## config.mk

```make
export PLATFORM = sky130hd
export DESIGN_NAME = per_second_windowed_byte_counter_core_flat
export DESIGN_NICKNAME = d
export VERILOG_FILES = /design/src/hdl/pswbc_pkg.sv /design/src/hdl/pswbc_item_if.sv /design/src/hdl/pswbc_result_if.sv /design/src/hdl/per_second_windowed_byte_counter_core.sv /design/src/hdl/pswbc_ring.sv /design/src/hdl/pswbc_ctrl.sv /design/src/hdl/pswbc_dp.sv /design/src/flat_wrapper.sv
export SDC_FILE = /design/constraint.sdc
export NUM_CORES = 2
export LEC_CHECK = 0
export BUFFER_PORTS_ARGS = -buffer_cell sky130_fd_sc_hd__buf_2
export CAP_MARGIN = 20
export CORE_UTILIZATION = 50
export CTS_BUF_LIST = sky130_fd_sc_hd__clkbuf_8
export DETAILED_ROUTE_END_ITERATION = 8
export PLACE_DENSITY = 0.76
export SYNTH_ARGS = -nofsm -noshare
export SYNTH_HDL_FRONTEND = slang
export SYNTH_SLANG_ARGS = --single-unit
export TNS_END_PERCENT = 30
```

## constraint.sdc

```tcl
create_clock -name clk -period 21.3 [get_ports clk]
set_input_delay 3.195 -clock clk [delete_from_list [all_inputs] [get_ports clk]]
set_output_delay 3.195 -clock clk [all_outputs]
set_load 0.02 [all_outputs]
```

## src/hdl/pswbc_pkg.sv

```systemverilog
`default_nettype none
// ----------------------------------------------------------------------------
// pswbc_pkg: shared types and constants of the windowed byte counter
// Field widths, opcodes, controller states and the command/status bundles.
// ----------------------------------------------------------------------------
package pswbc_pkg;

  localparam int unsigned WINDOW_DEF = 5;

  localparam int unsigned SEC_W   = 32;
  localparam int unsigned LEN_W   = 16;
  localparam int unsigned BYTES_W = 48;
  localparam int unsigned SUM_W   = 64;

  localparam logic [BYTES_W-1:0] BUCKET_MAX = {BYTES_W{1'b1}};

  localparam logic OP_RECORD = 1'b0;
  localparam logic OP_QUERY  = 1'b1;

  typedef enum logic [1:0] {
    S_IDLE,
    S_WALK,
    S_LAST,
    S_HOLD
  } state_t;

  typedef struct packed {
    logic record;  // add the packet to its direction
    logic start;   // capture query time, restart the walk
    logic issue;   // read one bucket of each ring and step back
    logic load;    // capture the result into the output register
  } cmd_t;

  typedef struct packed {
    logic out_free;  // output register can take a result this cycle
  } status_t;

endpackage
`default_nettype wire

```

## src/hdl/pswbc_item_if.sv

```systemverilog
`default_nettype none
// ----------------------------------------------------------------------------
// pswbc_item_if: input item channel
// Valid/ready channel carrying one packet record or query item.
// ----------------------------------------------------------------------------
interface pswbc_item_if;
  logic                         valid;
  logic                         ready;
  logic                         opcode;
  logic [pswbc_pkg::SEC_W-1:0]  time_sec;
  logic [pswbc_pkg::LEN_W-1:0]  packet_length;
  logic                         outgoing;

  modport source (output valid, opcode, time_sec, packet_length, outgoing, input ready);
  modport sink   (input valid, opcode, time_sec, packet_length, outgoing, output ready);
endinterface
`default_nettype wire

```

## src/hdl/pswbc_result_if.sv

```systemverilog
`default_nettype none
// ----------------------------------------------------------------------------
// pswbc_result_if: query result channel
// Valid/ready channel carrying window sums, totals and the last packet second.
// ----------------------------------------------------------------------------
interface pswbc_result_if;
  logic                         valid;
  logic                         ready;
  logic [pswbc_pkg::SUM_W-1:0]  sent_window_bytes;
  logic [pswbc_pkg::SUM_W-1:0]  recv_window_bytes;
  logic [pswbc_pkg::SUM_W-1:0]  total_sent_bytes;
  logic [pswbc_pkg::SUM_W-1:0]  total_recv_bytes;
  logic [pswbc_pkg::SEC_W-1:0]  last_packet_second;

  modport source (output valid, sent_window_bytes, recv_window_bytes, total_sent_bytes,
                  total_recv_bytes, last_packet_second, input ready);
  modport sink   (input valid, sent_window_bytes, recv_window_bytes, total_sent_bytes,
                  total_recv_bytes, last_packet_second, output ready);
endinterface
`default_nettype wire

```

## src/hdl/per_second_windowed_byte_counter_core.sv

```systemverilog
`default_nettype none
// ----------------------------------------------------------------------------
// per_second_windowed_byte_counter_core: per-connection traffic meter
// Keeps wrapping byte totals and a ring of one-second buckets per direction.
// ----------------------------------------------------------------------------
// Usage:
//   items   - valid/ready channel. opcode 0 records a packet (time_sec,
//             packet_length, outgoing); opcode 1 queries at time_sec.
//   results - valid/ready channel, one transfer per query: window sums of
//             both directions, both running totals and the last packet second.
// Sequencing:
//   A packet record is taken in idle; items is ready again the next cycle.
//   A query walks both rings together, one bucket per cycle through the
//   registered bucket memory read port, then passes the last and hold
//   states; the result is loaded into the output register on leaving hold.
// Stalls:
//   The output register holds a finished result while the receiver stalls;
//   records are still taken meanwhile. A further query walks, then waits
//   until the output register frees before items is ready again.
// Reset (rst, synchronous): clears totals, last second, all bucket valid
//   bits and ring heads; no clearing pass over the bucket memory is needed.
// ----------------------------------------------------------------------------
module per_second_windowed_byte_counter_core #(
  parameter int unsigned WINDOW_SECONDS = pswbc_pkg::WINDOW_DEF
) (
  input  wire logic       clk,
  input  wire logic       rst,
  pswbc_item_if.sink      items,
  pswbc_result_if.source  results
);
  pswbc_pkg::cmd_t    cmd;
  pswbc_pkg::status_t sts;

  // sequencer: decides when to take an item and drives the walk
  pswbc_ctrl #(.WINDOW_SECONDS(WINDOW_SECONDS)) u_ctrl (
    .clk      (clk),
    .rst      (rst),
    .in_valid (items.valid),
    .opcode   (items.opcode),
    .sts      (sts),
    .in_ready (items.ready),
    .cmd      (cmd)
  );

  // rings, totals and the output register
  pswbc_dp #(.WINDOW_SECONDS(WINDOW_SECONDS)) u_dp (
    .clk                (clk),
    .rst                (rst),
    .cmd                (cmd),
    .time_sec           (items.time_sec),
    .packet_length      (items.packet_length),
    .outgoing           (items.outgoing),
    .out_ready          (results.ready),
    .sts                (sts),
    .out_valid          (results.valid),
    .sent_window_bytes  (results.sent_window_bytes),
    .recv_window_bytes  (results.recv_window_bytes),
    .total_sent_bytes   (results.total_sent_bytes),
    .total_recv_bytes   (results.total_recv_bytes),
    .last_packet_second (results.last_packet_second)
  );

  // a loaded result shows up on the result channel the next cycle
  a_load_shows: assert property (@(posedge clk) disable iff (rst)
    cmd.load |=> results.valid)
    else $error("loaded result not presented");

  // a query transfer blocks further items while the walk runs
  a_query_blocks: assert property (@(posedge clk) disable iff (rst)
    (items.valid && items.ready && items.opcode == pswbc_pkg::OP_QUERY) |=> !items.ready)
    else $error("item taken during a bucket walk");

  // never load over a result that is still waiting
  a_no_overwrite: assert property (@(posedge clk) disable iff (rst)
    cmd.load |-> (!results.valid || results.ready))
    else $error("result overwritten before transfer");

endmodule
`default_nettype wire

```

## src/hdl/pswbc_ring.sv

```systemverilog
`default_nettype none
// ----------------------------------------------------------------------------
// pswbc_ring: one direction's ring of one-second buckets
// Bucket memory with a cached head entry; walks newest to oldest on a query.
// ----------------------------------------------------------------------------
module pswbc_ring #(
  parameter int unsigned WINDOW_SECONDS = pswbc_pkg::WINDOW_DEF
) (
  input  wire logic                           clk,
  input  wire logic                           rst,
  input  wire logic                           record,
  input  wire logic                           start,
  input  wire logic                           issue,
  input  wire logic [pswbc_pkg::SEC_W-1:0]    sec,
  input  wire logic [pswbc_pkg::LEN_W-1:0]    len,
  input  wire logic [pswbc_pkg::SEC_W-1:0]    qtime,
  output logic      [pswbc_pkg::SUM_W-1:0]    sum
);
  localparam int unsigned IW = (WINDOW_SECONDS > 1) ? $clog2(WINDOW_SECONDS) : 1;
  localparam logic [IW-1:0] LAST_IDX = IW'(WINDOW_SECONDS - 1);
  localparam logic [pswbc_pkg::SEC_W:0] SPAN = (pswbc_pkg::SEC_W + 1)'(WINDOW_SECONDS);

  logic [pswbc_pkg::BYTES_W-1:0] mem_bytes [WINDOW_SECONDS];
  logic [pswbc_pkg::SEC_W-1:0]   mem_sec   [WINDOW_SECONDS];
  logic [WINDOW_SECONDS-1:0]     valid;

  logic [IW-1:0]                 head;
  logic [pswbc_pkg::BYTES_W-1:0] head_bytes;
  logic [pswbc_pkg::SEC_W-1:0]   head_sec;
  logic [IW-1:0]                 widx;
  logic                          cut;
  logic                          s1_live;
  logic [IW-1:0]                 s1_idx;
  logic                          s1_valid;
  logic [pswbc_pkg::BYTES_W-1:0] rd_bytes;
  logic [pswbc_pkg::SEC_W-1:0]   rd_sec;

  logic                          hit;
  logic [IW-1:0]                 head_inc;
  logic [IW-1:0]                 widx_dec;
  logic [pswbc_pkg::BYTES_W:0]   bump;
  logic [IW-1:0]                 wr_addr;
  logic [pswbc_pkg::BYTES_W-1:0] wr_bytes;
  logic                          stale;
  logic                          drop;

  always_comb begin
    hit      = valid[head] && (head_sec == sec);
    head_inc = (head == LAST_IDX) ? '0 : head + IW'(1);
    widx_dec = (widx == '0) ? LAST_IDX : widx - IW'(1);
    bump     = {1'b0, head_bytes} + (pswbc_pkg::BYTES_W + 1)'(len);
    wr_addr  = hit ? head : head_inc;
    if (hit) begin
      wr_bytes = bump[pswbc_pkg::BYTES_W] ? pswbc_pkg::BUCKET_MAX
                                          : bump[pswbc_pkg::BYTES_W-1:0];
    end else begin
      wr_bytes = pswbc_pkg::BYTES_W'(len);
    end
    // expiry test in one extra bit so an early query never wraps
    stale = ({1'b0, rd_sec} + SPAN) <= {1'b0, qtime};
    drop  = s1_valid && (cut || stale);
  end

  // control: head pointer, valid bits, walk pipeline flag
  always_ff @(posedge clk) begin
    if (rst) begin
      head    <= '0;
      valid   <= '0;
      s1_live <= 1'b0;
    end else begin
      s1_live <= issue;
      if (record && !hit) begin
        head            <= head_inc;
        valid[head_inc] <= 1'b1;
      end
      if (s1_live && drop) begin
        valid[s1_idx] <= 1'b0;
      end
    end
  end

  // walk datapath
  always_ff @(posedge clk) begin
    if (record) begin
      head_bytes <= wr_bytes;
      head_sec   <= sec;
    end
    if (start) begin
      widx <= head;
      cut  <= 1'b0;
      sum  <= '0;
    end else begin
      if (issue) begin
        widx <= widx_dec;
      end
      if (s1_live) begin
        if (!s1_valid || drop) begin
          cut <= 1'b1;
        end else begin
          sum <= sum + pswbc_pkg::SUM_W'(rd_bytes);
        end
      end
    end
    s1_idx   <= widx;
    s1_valid <= valid[widx];
  end

  // bucket memory: one write port, one registered read port
  always_ff @(posedge clk) begin
    if (record) begin
      mem_bytes[wr_addr] <= wr_bytes;
      mem_sec[wr_addr]   <= sec;
    end
    rd_bytes <= mem_bytes[widx];
    rd_sec   <= mem_sec[widx];
  end

  a_record_valid: assert property (@(posedge clk) disable iff (rst)
    record |=> valid[head])
    else $error("head bucket not valid after a record");

  a_no_record_in_walk: assert property (@(posedge clk) disable iff (rst)
    s1_live |-> !record)
    else $error("record overlaps a bucket walk");

  a_start_idle: assert property (@(posedge clk) disable iff (rst)
    start |-> !s1_live && !issue)
    else $error("query start while a walk is in flight");

endmodule
`default_nettype wire

```

## src/hdl/pswbc_ctrl.sv

```systemverilog
`default_nettype none
// ----------------------------------------------------------------------------
// pswbc_ctrl: sequencer of the windowed byte counter
// Takes items in idle, steps the bucket walk, hands the result to the output.
// ----------------------------------------------------------------------------
module pswbc_ctrl #(
  parameter int unsigned WINDOW_SECONDS = pswbc_pkg::WINDOW_DEF
) (
  input  wire logic               clk,
  input  wire logic               rst,
  input  wire logic               in_valid,
  input  wire logic               opcode,
  input  wire pswbc_pkg::status_t sts,
  output logic                    in_ready,
  output pswbc_pkg::cmd_t         cmd
);
  localparam int unsigned IW = (WINDOW_SECONDS > 1) ? $clog2(WINDOW_SECONDS) : 1;
  localparam logic [IW-1:0] LAST_STEP = IW'(WINDOW_SECONDS - 1);

  pswbc_pkg::state_t state, state_next;
  logic [IW-1:0]     cnt;
  logic              take;

  assign take = (state == pswbc_pkg::S_IDLE) && in_valid;

  always_comb begin
    state_next = state;
    unique case (state)
      pswbc_pkg::S_IDLE: begin
        if (take && opcode == pswbc_pkg::OP_QUERY) state_next = pswbc_pkg::S_WALK;
      end
      pswbc_pkg::S_WALK: begin
        if (cnt == LAST_STEP) state_next = pswbc_pkg::S_LAST;
      end
      pswbc_pkg::S_LAST: state_next = pswbc_pkg::S_HOLD;
      pswbc_pkg::S_HOLD: begin
        if (sts.out_free) state_next = pswbc_pkg::S_IDLE;
      end
      default: state_next = pswbc_pkg::S_IDLE;
    endcase
  end

  always_comb begin
    in_ready   = 1'b0;
    cmd        = '0;
    unique case (state)
      pswbc_pkg::S_IDLE: begin
        in_ready   = 1'b1;
        cmd.record = take && (opcode == pswbc_pkg::OP_RECORD);
        cmd.start  = take && (opcode == pswbc_pkg::OP_QUERY);
      end
      pswbc_pkg::S_WALK: cmd.issue = 1'b1;
      pswbc_pkg::S_LAST: cmd       = '0;
      pswbc_pkg::S_HOLD: cmd.load  = sts.out_free;
      default:           cmd       = '0;
    endcase
  end

  always_ff @(posedge clk) begin
    if (rst) begin
      state <= pswbc_pkg::S_IDLE;
      cnt   <= '0;
    end else begin
      state <= state_next;
      if (state == pswbc_pkg::S_WALK) begin
        cnt <= cnt + IW'(1);
      end else begin
        cnt <= '0;
      end
    end
  end

endmodule
`default_nettype wire

```

## src/hdl/pswbc_dp.sv

```systemverilog
`default_nettype none
// ----------------------------------------------------------------------------
// pswbc_dp: datapath of the windowed byte counter
// Both bucket rings, running totals, last packet second and output register.
// ----------------------------------------------------------------------------
module pswbc_dp #(
  parameter int unsigned WINDOW_SECONDS = pswbc_pkg::WINDOW_DEF
) (
  input  wire logic                           clk,
  input  wire logic                           rst,
  input  wire pswbc_pkg::cmd_t                cmd,
  input  wire logic [pswbc_pkg::SEC_W-1:0]    time_sec,
  input  wire logic [pswbc_pkg::LEN_W-1:0]    packet_length,
  input  wire logic                           outgoing,
  input  wire logic                           out_ready,
  output pswbc_pkg::status_t                  sts,
  output logic                                out_valid,
  output logic      [pswbc_pkg::SUM_W-1:0]    sent_window_bytes,
  output logic      [pswbc_pkg::SUM_W-1:0]    recv_window_bytes,
  output logic      [pswbc_pkg::SUM_W-1:0]    total_sent_bytes,
  output logic      [pswbc_pkg::SUM_W-1:0]    total_recv_bytes,
  output logic      [pswbc_pkg::SEC_W-1:0]    last_packet_second
);
  logic [pswbc_pkg::SUM_W-1:0] sent_total;
  logic [pswbc_pkg::SUM_W-1:0] recv_total;
  logic [pswbc_pkg::SEC_W-1:0] last_second;
  logic [pswbc_pkg::SEC_W-1:0] qtime;
  logic [pswbc_pkg::SUM_W-1:0] sent_sum;
  logic [pswbc_pkg::SUM_W-1:0] recv_sum;

  assign sts.out_free = !out_valid || out_ready;

  pswbc_ring #(.WINDOW_SECONDS(WINDOW_SECONDS)) u_sent (
    .clk    (clk),
    .rst    (rst),
    .record (cmd.record && outgoing),
    .start  (cmd.start),
    .issue  (cmd.issue),
    .sec    (time_sec),
    .len    (packet_length),
    .qtime  (qtime),
    .sum    (sent_sum)
  );

  pswbc_ring #(.WINDOW_SECONDS(WINDOW_SECONDS)) u_recv (
    .clk    (clk),
    .rst    (rst),
    .record (cmd.record && !outgoing),
    .start  (cmd.start),
    .issue  (cmd.issue),
    .sec    (time_sec),
    .len    (packet_length),
    .qtime  (qtime),
    .sum    (recv_sum)
  );

  always_ff @(posedge clk) begin
    if (rst) begin
      sent_total  <= '0;
      recv_total  <= '0;
      last_second <= '0;
      out_valid   <= 1'b0;
    end else begin
      if (cmd.record) begin
        last_second <= time_sec;
        if (outgoing) begin
          sent_total <= sent_total + pswbc_pkg::SUM_W'(packet_length);
        end else begin
          recv_total <= recv_total + pswbc_pkg::SUM_W'(packet_length);
        end
      end
      if (cmd.load) begin
        out_valid <= 1'b1;
      end else if (out_ready) begin
        out_valid <= 1'b0;
      end
    end
  end

  always_ff @(posedge clk) begin
    if (cmd.start) begin
      qtime <= time_sec;
    end
    if (cmd.load) begin
      sent_window_bytes  <= sent_sum;
      recv_window_bytes  <= recv_sum;
      total_sent_bytes   <= sent_total;
      total_recv_bytes   <= recv_total;
      last_packet_second <= last_second;
    end
  end

endmodule
`default_nettype wire

```

## src/flat_wrapper.sv

```systemverilog
// flat-port wrapper written by rule: the top's interface ports become plain ports
module per_second_windowed_byte_counter_core_flat 
#(
  parameter int unsigned WINDOW_SECONDS = pswbc_pkg::WINDOW_DEF
)
  (clk, rst, items_valid, items_opcode, items_time_sec, items_packet_length, items_outgoing, items_ready, results_valid, results_sent_window_bytes, results_recv_window_bytes, results_total_sent_bytes, results_total_recv_bytes, results_last_packet_second, results_ready);
  pswbc_item_if items_i ();
  pswbc_result_if results_i ();
  input  wire logic clk;
  input  wire logic rst;
  input wire logic [$bits(items_i.valid)-1:0] items_valid;
  input wire logic [$bits(items_i.opcode)-1:0] items_opcode;
  input wire logic [$bits(items_i.time_sec)-1:0] items_time_sec;
  input wire logic [$bits(items_i.packet_length)-1:0] items_packet_length;
  input wire logic [$bits(items_i.outgoing)-1:0] items_outgoing;
  output wire logic [$bits(items_i.ready)-1:0] items_ready;
  output wire logic [$bits(results_i.valid)-1:0] results_valid;
  output wire logic [$bits(results_i.sent_window_bytes)-1:0] results_sent_window_bytes;
  output wire logic [$bits(results_i.recv_window_bytes)-1:0] results_recv_window_bytes;
  output wire logic [$bits(results_i.total_sent_bytes)-1:0] results_total_sent_bytes;
  output wire logic [$bits(results_i.total_recv_bytes)-1:0] results_total_recv_bytes;
  output wire logic [$bits(results_i.last_packet_second)-1:0] results_last_packet_second;
  input wire logic [$bits(results_i.ready)-1:0] results_ready;
  assign items_i.valid = items_valid;
  assign items_i.opcode = items_opcode;
  assign items_i.time_sec = items_time_sec;
  assign items_i.packet_length = items_packet_length;
  assign items_i.outgoing = items_outgoing;
  assign items_ready = items_i.ready;
  assign results_valid = results_i.valid;
  assign results_sent_window_bytes = results_i.sent_window_bytes;
  assign results_recv_window_bytes = results_i.recv_window_bytes;
  assign results_total_sent_bytes = results_i.total_sent_bytes;
  assign results_total_recv_bytes = results_i.total_recv_bytes;
  assign results_last_packet_second = results_i.last_packet_second;
  assign results_i.ready = results_ready;
  per_second_windowed_byte_counter_core #(.WINDOW_SECONDS(WINDOW_SECONDS)) u_core (.clk(clk), .rst(rst), .items(items_i), .results(results_i));
endmodule
```

==> run metrics <==
Setup Total Neg Slack 0 ns; DRT met1 WL ~80000 um; pre-CTS setup slack between 10 and 15 ns; Tmin final between 7 and 8 ns; Hold/Removal Path Class register to register; io pins 344; largest net degree at the start of global routing 161; Final Power 0.00915 W; Synth cell types 83; Clock transition at path regs 0.06 ns; die area between 150000 and 200000 um^2; port bufs 343; Synth area leaders edfxtp_1 51%, dfxtp_1 13%, mux4_2 4.9%; crit path DAT 7.67 ns; FMAX about 140 MHz; Synth Area per Inst 12.7 um^2; post-route cell area between 80000 and 90000 um^2; Finish-stage setup viols 0; unrepaired setup endpoints after global routing no; CP required 21.86 ns; Worst Skew 0.0730 ns; Worst Reg-to-Reg Cells 18; ratio of cells with drive above 1 in the final layout 15.7%; slowest stage delay, CP 0.88 ns; period utilization 33.4%; crit path capture u_core.u_dp.u_sent.mem_bytes[0][9]; crit path capture type register; PD cells around 110 nW/um^2; clk sinks 1767; vias in the first global route 49300; Initial Util 50.7%; storage element area approximately 48000 um^2; path type of the worst setup path input pin to register; Multi-input gate area 25700 um^2; final setup margin ~14 ns; grt total ovfl 0; Top FF cell, synth edfxtp_1; Synth Instances 5915; Commonest cells post-synth 1286 x edfxtp_1, 960 x nand2_1, 481 x dfxtp_1; RR Endpoint u_core.u_dp.u_recv.sum[15]; Max FO, Critical Path 59; initial antenna violation count 24; non-filler cells in the finished layout around 8600; Post-CTS Setup Bufs 0; Seq/Total Area, Yosys 64.1%; Slew Limit Fails 0; CTS resizes 0; run status completed; Reg-to-Reg Start u_core.u_dp.u_recv.rd_sec[3]; vias per std cell 5.86; DR vias ~51000; TritonRoute pass-1 iters 6; Worst setup startpoint items_time_sec[29]; dpl cell area 79200 um^2; fraction of registers with async set/reset 0%; Post-synth EDFFs 1286; dpl cells 8086; H-tree depth 5; nets 6688; wire length on met3 18400 um; worst reg2reg setup slack 14.52 ns; 1st-iter DRT viols 4987; hold_buf cts 0; synthesized area about 75000 um^2; row cnt 141; LEAKAGE 31.3 nW; Slew headroom 19.9%; Synth top area share 51.3%; Worst-Margin Slew around 1.2 ns; DRT Wirelength 195000 um; syn_nets 6213; Clock Tree Buf Depth 4; post-route ant nets 0; cell breakdown of the critical path buf_2, xor2_1, nor4_1, nand4_1, or3_1, buf_4, a21oi_1, inv_1, or3_1, nor2_4, buf_4; CTS tree done; maximum VDD drop approximately 76 uV; Met2 Routed Length 90800 um; Critical-path top delay cell buf_4; GPL Wtd Cong between 0.8 and 0.9; top routing layer used met5; number of synthesized register bits 1767; average wire per standard cell 22.6 um; post-DP HPWL 126000 um; fillers 11700; # DRC 0; CP Launch Type input pin; clk root buf clkbuf_8; Area growth syn-to-layout 13.2%; total CTS buffers slightly above 300; top-count cell post-synth edfxtp_1; Yosys warning total 0; core box area 149000 um^2; die height approximately 390 um; Clock Latency Late Sink 1.01 ns; max_cap viols 0; Final Hold Viols 0; Total GRT Usage 25.2%; first-pass GRT wire length 293000 um; Die Width 390 um; area leader, netlist edfxtp_1
metal layers:
metal,vias up,GRT usage [%]
li1,23100,-
met1,24700,33.3
met2,2440,39.9
met3,406,6.16
met4,20,10.2
met5,-,0
report_power, final:
| group | switching (W) | total [W] | leakage [nW] | internal, W |
|---|---|---|---|---|
| Combinational | 0.00122 | 0.00194 | 12.2 | 0.000724 |
| Sequential | 0.000212 | 0.00418 | 15.7 | 0.00397 |
| Clock | 0.00136 | 0.00303 | 3.34 | 0.00167 |
flip-flops by register name (all words and copies together) (netlist names), 48 cells and up:
signal,cells
u_core.u_dp.u_sent.head_bytes,48
u_core.u_dp.total_sent_bytes,64
u_core.u_dp.u_recv.mem_bytes,240
u_core.u_dp.u_sent.sum,64
u_core.u_dp.u_recv.head_bytes,48
u_core.u_dp.u_sent.mem_sec,160
u_core.u_dp.sent_window_bytes,64
u_core.u_dp.u_sent.rd_bytes,48
u_core.u_dp.u_recv.sum,64
u_core.u_dp.recv_window_bytes,64
u_core.u_dp.u_sent.mem_bytes,240
u_core.u_dp.u_recv.rd_bytes,48
u_core.u_dp.total_recv_bytes,64
u_core.u_dp.sent_total,64
u_core.u_dp.u_recv.mem_sec,160
u_core.u_dp.recv_total,64
area by class of cell:
class / count / share of cell area, %
clock buffer: 338 / 5.46
clock inverter: 189 / 1.49
timing repair buffer: 412 / 2.67
inverter: 137 / 0.613
multi-input combinational: 3770 / 30.1
tap: 2002 / 2.94
antenna: 11 / 0.0323
sequential: 1767 / 56.6
worst min-delay path by stage:
| stage | slack, ns | end | start | cells after the start |
|---|---|---|---|---|
| floorplan | 0.37 | u_core.u_dp.u_recv.s1_idx[1] | u_core.u_dp.u_recv.widx[1] | 0 |
| global placement | 0.41 | u_core.u_dp.last_packet_second[18] | u_core.u_dp.last_second[18] | 0 |
| CTS | 0.42 | u_core.u_dp.last_packet_second[9] | u_core.u_dp.last_second[9] | 0 |
| global route | 0.43 | u_core.u_dp.last_packet_second[29] | u_core.u_dp.last_second[29] | 0 |
| detailed placement | 0.42 | u_core.u_dp.u_sent.rd_sec[0] | u_core.u_dp.u_sent.mem_sec[4][0] | 2 |
| finish | 0.41 | u_core.u_dp.u_sent.rd_bytes[11] | u_core.u_dp.u_sent.mem_bytes[4][11] | 2 |
cell families after synthesis:
kind of cell             count (synthesis)  synth area share [%]
AO/OA/AOI/OAI                         1096                  9.11
XOR/XNOR                               334                  3.89
adder cells (fa/ha/maj)                244                  4.12
buffers and inverters                  378                  1.92
flip-flops                            1767                  64.1
multiplexers                           190                  5.26
AND/OR/NAND/NOR                       1906                  11.6
through the flow:
| step | hold WS, ns | util, % |
|---|---|---|
| floorplan | 0.366 | - |
| finish | 0.406 | 57.3 |
| global placement | 0.411 | 53.3 |
| detailed placement | 0.419 | 53.3 |
| global route | 0.433 | 57.3 |
| CTS | 0.418 | 57.3 |
worst max-delay path: cells and delay by family:
kind / cells / cell delay [ns]
AOI/OAI and AO/OA: 1 / 0.42
and+or+nand+nor: 5 / 2.24
xor gates and xnor gates: 1 / 0.14
buffers and inverters: 4 / 1.60
placed cells by master (no fill, tap or decap), types with 30 or more instances in the layout:
master    count
a211oi_1     57
a21o_1       85
a21oi_1     447
a31oi_1      41
and3_1       65
buf_2       342
buf_4        67
clkbuf_8    338
clkinv_1     43
clkinv_2     38
dfxtp_1     481
edfxtp_1   1286
ha_1        238
inv_1       212
mux4_2      164
nand2_1     960
nand2b_1     36
nand3_1     145
nand4_1      90
nor2_1      272
nor2b_1      30
nor3_1       87
nor4_1       31
o21a_1       34
o21ai_0     167
or3_1        46
xnor2_1     212
xor2_1      122
Note: power is estimated with default switching activity, not from simulation.
